===== src/rtl/fdl_pkg.sv =====
// Shared widths, constants, types and helpers of the feedback delay line.
`default_nettype none

package fdl_pkg;

  localparam int SAMPLE_W   = 24;
  localparam int CH_W       = 1;
  localparam int CHANNELS   = 2**CH_W;
  localparam int PTR_W      = 16;
  localparam int ADDR_W     = CH_W + PTR_W;
  localparam int DEPTH      = 2**ADDR_W;
  localparam int GAIN_W     = 16;
  localparam int MIX_W      = 17;
  localparam int FRAC_W     = 16;
  localparam int FB_PROD_W  = SAMPLE_W + GAIN_W + 1;
  localparam int FB_VAL_W   = FB_PROD_W - FRAC_W;
  localparam int MIX_PROD_W = SAMPLE_W + MIX_W + 1;
  localparam int ACC_W      = MIX_PROD_W + 1;
  localparam int SUM_W      = ACC_W - FRAC_W;
  localparam int HALF_LSB   = 2**(FRAC_W - 1);
  localparam int APB_ADDR_W = 4;
  localparam int APB_DATA_W = 32;

  localparam logic [MIX_W-1:0]  MIX_UNITY   = MIX_W'(2**FRAC_W);
  localparam logic [MIX_W-1:0]  WET_RESET   = MIX_W'(HALF_LSB);
  localparam logic [PTR_W-1:0]  DELAY_RESET = PTR_W'(1);
  localparam logic [GAIN_W-1:0] FB_RESET    = '0;

  localparam logic signed [SUM_W-1:0] SAT_HI = SUM_W'(2**(SAMPLE_W - 1) - 1);
  localparam logic signed [SUM_W-1:0] SAT_LO = SUM_W'(-(2**(SAMPLE_W - 1)));

  typedef enum logic [1:0] {
    REG_DELAY    = 2'd0,
    REG_FEEDBACK = 2'd1,
    REG_WET      = 2'd2
  } reg_idx_t;

  typedef struct packed {
    logic [PTR_W-1:0]  delay;
    logic [GAIN_W-1:0] fb_gain;
    logic [MIX_W-1:0]  wet_gain;
    logic [MIX_W-1:0]  dry_gain;
  } cfg_t;

  function automatic logic signed [SAMPLE_W-1:0] sat_sample(input logic signed [SUM_W-1:0] v);
    logic signed [SAMPLE_W-1:0] r;
    if (v > SAT_HI) begin
      r = SAT_HI[SAMPLE_W-1:0];
    end else if (v < SAT_LO) begin
      r = SAT_LO[SAMPLE_W-1:0];
    end else begin
      r = v[SAMPLE_W-1:0];
    end
    return r;
  endfunction

endpackage

`default_nettype wire


===== src/rtl/fdl_regs.sv =====
// APB configuration registers of the feedback delay line.
`default_nettype none

module fdl_regs import fdl_pkg::*; (
  input  logic                  clk,
  input  logic                  rst,
  input  logic                  psel,
  input  logic                  penable,
  input  logic                  pwrite,
  input  logic [APB_ADDR_W-1:0] paddr,
  input  logic [APB_DATA_W-1:0] pwdata,
  output logic [APB_DATA_W-1:0] prdata,
  output cfg_t                  cfg
);

  logic [PTR_W-1:0]  delay_samples;
  logic [GAIN_W-1:0] feedback_gain;
  logic [MIX_W-1:0]  wet_mix;
  logic [MIX_W-1:0]  wet_gain;
  logic [MIX_W-1:0]  dry_gain;
  logic [MIX_W-1:0]  wet_in;
  logic [MIX_W-1:0]  wet_clamped;
  reg_idx_t          idx;
  logic              wr_en;

  assign idx         = reg_idx_t'(paddr[APB_ADDR_W-1:2]);
  assign wr_en       = psel && penable && pwrite;
  assign wet_in      = pwdata[MIX_W-1:0];
  assign wet_clamped = (wet_in > MIX_UNITY) ? MIX_UNITY : wet_in;

  always_ff @(posedge clk) begin
    if (rst) begin
      delay_samples <= DELAY_RESET;
      feedback_gain <= FB_RESET;
      wet_mix       <= WET_RESET;
      wet_gain      <= WET_RESET;
      dry_gain      <= MIX_UNITY - WET_RESET;
    end else if (wr_en) begin
      case (idx)
        REG_DELAY: begin
          delay_samples <= pwdata[PTR_W-1:0];
        end
        REG_FEEDBACK: begin
          feedback_gain <= pwdata[GAIN_W-1:0];
        end
        REG_WET: begin
          wet_mix  <= wet_in;
          wet_gain <= wet_clamped;
          dry_gain <= MIX_UNITY - wet_clamped;
        end
        default: begin
        end
      endcase
    end
  end

  always_comb begin
    prdata = '0;
    case (idx)
      REG_DELAY:    prdata = APB_DATA_W'(delay_samples);
      REG_FEEDBACK: prdata = APB_DATA_W'(feedback_gain);
      REG_WET:      prdata = APB_DATA_W'(wet_mix);
      default:      prdata = '0;
    endcase
  end

  assign cfg = '{delay: delay_samples, fb_gain: feedback_gain,
                 wet_gain: wet_gain, dry_gain: dry_gain};

endmodule

`default_nettype wire


===== config.mk =====
export PLATFORM = sky130hd
export DESIGN_NAME = fdl_regs
export DESIGN_NICKNAME = d
export VERILOG_FILES = /design/src/rtl/fdl_pkg.sv /design/src/rtl/fdl_regs.sv
export SDC_FILE = /design/constraint.sdc
export NUM_CORES = 1
export LEC_CHECK = 0
export ABC_AREA = 1
export ABC_CLOCK_PERIOD_IN_PS = 2600
export BUFFER_PORTS_ARGS = -buffer_cell sky130_fd_sc_hd__buf_2
export CAP_MARGIN = 20
export CORE_MARGIN = 3
export CORE_UTILIZATION = 35
export CTS_BUF_LIST = sky130_fd_sc_hd__clkbuf_8
export DETAILED_ROUTE_END_ITERATION = 10
export GPL_ROUTABILITY_DRIVEN = 0
export PLACE_DENSITY_LB_ADDON = 0.2
export SYNTH_ARGS = -nofsm -noshare
export SYNTH_HDL_FRONTEND = slang
export SYNTH_SLANG_ARGS = --single-unit

===== constraint.sdc =====
create_clock -name clk -period 2.6 [get_ports clk]
set_clock_uncertainty 0.1 [all_clocks]
set_input_delay 0.13 -clock clk [delete_from_list [all_inputs] [get_ports clk]]
set_output_delay 0.13 -clock clk [all_outputs]
set_load 0.02 [all_outputs]

==> summary.txt <==
Run status
  • Status: complete, no violations

STA
  • Setup violators final: 0
  • Hold WS: 0.02391 ns
  • Setup TNS: 0 ns
  • RSZ-0062 raised after global routing: false
  • Fin worst setup slack: 0.3603 ns
  • Minimum clock period: 2.240 ns
  • Worst-case headroom to the max-slew limit: 41.13%
  • Maximum clock frequency: 446.5 MHz
  • Hold Vio Cnt, Final: 0
  • Final worst path period share: 86.14%
  • Slew Limit Fails: 0
  • Slew @ Worst Pin: 0.8818 ns

Clock network
  • Total CTS buffers: 9
  • # H-tree levels: 3
  • CTS Sinks: 82
  • Clock Latency Late Sink: 0.36 ns
  • Root Driver: clkbuf_8
  • CTS max path bufs: 2
  • Worst-path clk slew: 0.09 ns
  • CTS tree: done
  • Postcts setup bufs: 0

Placement
  • Post-DP HPWL: 7879 um
  • DP Worst Slack: 0.4688 ns
  • I/O Buffers: 106

Route
  • DR vias/cell: 4.882
  • DR iter-0 viols: 233
  • Via count: 3,764
  • Post-route ant nets: 0
  • Routed WL: 11,220 um
  • Drt drc: 0
  • Pre-antenna DRT Iters: 4
  • Wirelength per Cell: 14.56 um

Power and ir drop
  • Max rail drop VDD: 0.2473 mV
  • Leak pwr: 2.090 nW
  • Pwr Density: 547.4 nW/um2

Worst setup path
  • CP max FO: 6
  • Delay of the slowest critical-path stage: 0.55 ns
  • Reg2reg path depth: 4
  • Critical Path AT: 2.44 ns
  • Startpoint Class: primary input
  • Critical path's slowest cell: dlygate4sd3_1
  • Required time worst endpoint: 2.80 ns
  • R2r setup slk: 1.75 ns
  • CP Cell Sequence: dlygate4sd3_1 -> buf_2 -> nor2_1 -> nand2_1 -> nor2_2 -> nand2_2 -> nand2_4 -> nand2_1 -> ha_1 -> inv_1 -> nor2_1 -> a21boi_1 -> nand3_1 -> nand2_1 -> nand2_1 -> a21oi_2
  • Cell mode on critical path: nand2_1
  • RR Startpoint: dry_gain[6]
  • CP Class: in -> reg
  • Setup crit end kind: flip-flop
  • Crit Reg-Reg Endpoint: dry_gain[6]

Global routing
  • Grt met3 use: 4.368%
  • First-pass GRT wire length: 17,510 um
  • Largest net degree at the start of global routing: 64
  • Gr ovfl total: 0
  • Most used routing layer: met2
  • Met2 Usage GRT: 29.25%
  • Initial antenna violation count: 1
  • Vias in the first global route: 3,431
  • Met1 usage: 25.64%
  • Total Routing Usage GR: 18.70%

Die
  • Die X: 110.2 um
  • Core ar.: 10,460 um2
  • Die height: 110.2 um
  • Row cnt: 37
  • Ports: 139
  • Die Footprint: 12,140 um2
  • Initial core utilization: 36.31%

Min path
  • Hold_sp: pwdata[12]
  • WHS Path Cells: 3
  • Hold EP: delay_samples[12]
  • HP Class: in -> reg

Yosys
  • Post-Syn Area per Cell: 7.074 um2
  • Syn. warnings: 0
  • Syn Inst Count: 537
  • Yosys reg bits: 82
  • Synth top area share: 43.21%
  • Largest cells by area after synthesis: dfxtp_1 43%, nand2_1 12%, nor2_1 8.3%
  • Yosys top cell by area: dfxtp_1
  • Post-synthesis sequential area ratio: 43.21%
  • Yosys cell types: 34
  • Mapped cell area: 3799 um2

Layout
  • Share of layout cells above drive strength 1: 23.46%
  • Final nets: 672
  • Final Core Density: 43.35%
  • Area Overhead vs Synth: 19.40%
  • # diodes: 0

Flow run
  • Max_cap viols: 0
[power breakdown]
| group | internal [mW] | switching [mW] | total (mW) |
|---|---|---|---|
| Combinational | 0.0856 | 0.217 | 0.302 |
| Clock | 0.383 | 0.503 | 0.886 |
| Sequential | 1.28 | 0.0149 | 1.30 |
| Total | 1.75 | 0.734 | 2.48 |
[critical path, delay by kind of cell]
kind	cells	cell delay, ns
AND/OR/NAND/NOR	10	0.84
buffers and inverters	3	0.79
AO/OA/AOI/OAI	2	0.46
adder cells (fa/ha/maj)	1	0.21
[per-stage QoR]
step | std cells | total power [mW] | instance area [um2]
floorplan | 551 | 1.542 | 3851
global placement | 751 | 1.618 | 4308
global route | 771 | 2.603 | 4536
finish | 771 | 2.483 | 4536
detailed placement | 751 | 1.619 | 4308
CTS | 771 | 2.504 | 4536
[cells by family after synthesis]
kind of cell / after synthesis / share of synthesized area (%)
DFF: 82 / 43.21
buffers and inverters: 75 / 10.38
AOI/OAI and AO/OA: 135 / 19.66
other: 1 / 0.09872
xor gates and xnor gates: 2 / 0.4612
adders and majority gates: 1 / 0.3293
and+or+nand+nor: 241 / 25.86
[cell usage after synthesis]
library cell / instances
o31ai_1: 3
o21ai_0: 58
buf_6: 3
a21oi_2: 2
inv_2: 3
clkinv_1: 1
nand3_1: 27
xnor2_1: 1
o21ai_2: 1
buf_12: 1
nand3_2: 2
buf_1: 2
ha_1: 1
nand2_4: 1
o21ai_1: 4
dfxtp_1: 82
nor2_1: 84
nand2_1: 117
inv_1: 22
o211ai_1: 8
xor2_1: 1
o41ai_1: 3
conb_1: 1
a21oi_1: 51
buf_4: 17
a21boi_1: 1
buf_2: 8
clkbuf_1: 18
o31ai_2: 2
o21bai_1: 1
nand2_2: 5
nor2_2: 4
nor3_1: 1
a31oi_1: 1
[placed cells by master, fill, tap and decap left out, drive strengths merged]
cell type    instances
a21boi               1
a21oi               53
a31oi                1
buf                113
clkbuf              10
clkinv               3
clkinvlp             2
conb                15
dfxtp               82
dlygate4sd3          4
ha                   1
inv                 27
nand2              123
nand3               29
nor2                88
nor3                 1
o211ai               8
o21ai               63
o21bai               1
o31ai                5
o41ai                3
xnor2                1
xor2                 1
[timing repair]
action	in CTS	in global routing
hold endpoints to repair	7	0
hold buffers	4	0
resized for setup	0	0
[cell type report]
type | count | area [um2]
fillers | 1119 | 5927
multi-input cells | 394 | 1815
flip-flops and latches | 82 | 1642
repair buffers | 117 | 623.1
well taps | 136 | 170.2
clock buffers | 10 | 137.6
inverters | 26 | 97.59
clock inverters | 6 | 50.05
[sequential cells by signal, summed over array words and instances (netlist names)]
| name | count |
|---|---|
| wet_mix | 17 |
| dry_gain | 16 |
| wet_gain | 17 |
| feedback_gain | 16 |
| delay_samples | 16 |
[per-layer routing]
layer	share of wire [%]	vias to the layer above
met4	1.2	2
met5	0.12	-
li1	-	1917
met1	49	1714
met3	6.6	17
met2	43	114
[how the worst max path moves through the flow]
stage	from	to	slack, ns	cells after the start
3_5_place_dp	pwdata[10]	dry_gain[16]	0.47	16
4_1_cts	pwdata[14]	dry_gain[16]	0.38	17
3_3_place_gp	pwdata[10]	dry_gain[16]	0.47	16
6_report	pwdata[14]	dry_gain[10]	0.36	16
2_1_floorplan	pwdata[11]	dry_gain[16]	0.53	18
5_1_grt	pwdata[14]	dry_gain[16]	0.08	17
Note: power is estimated with default switching activity, not from simulation.
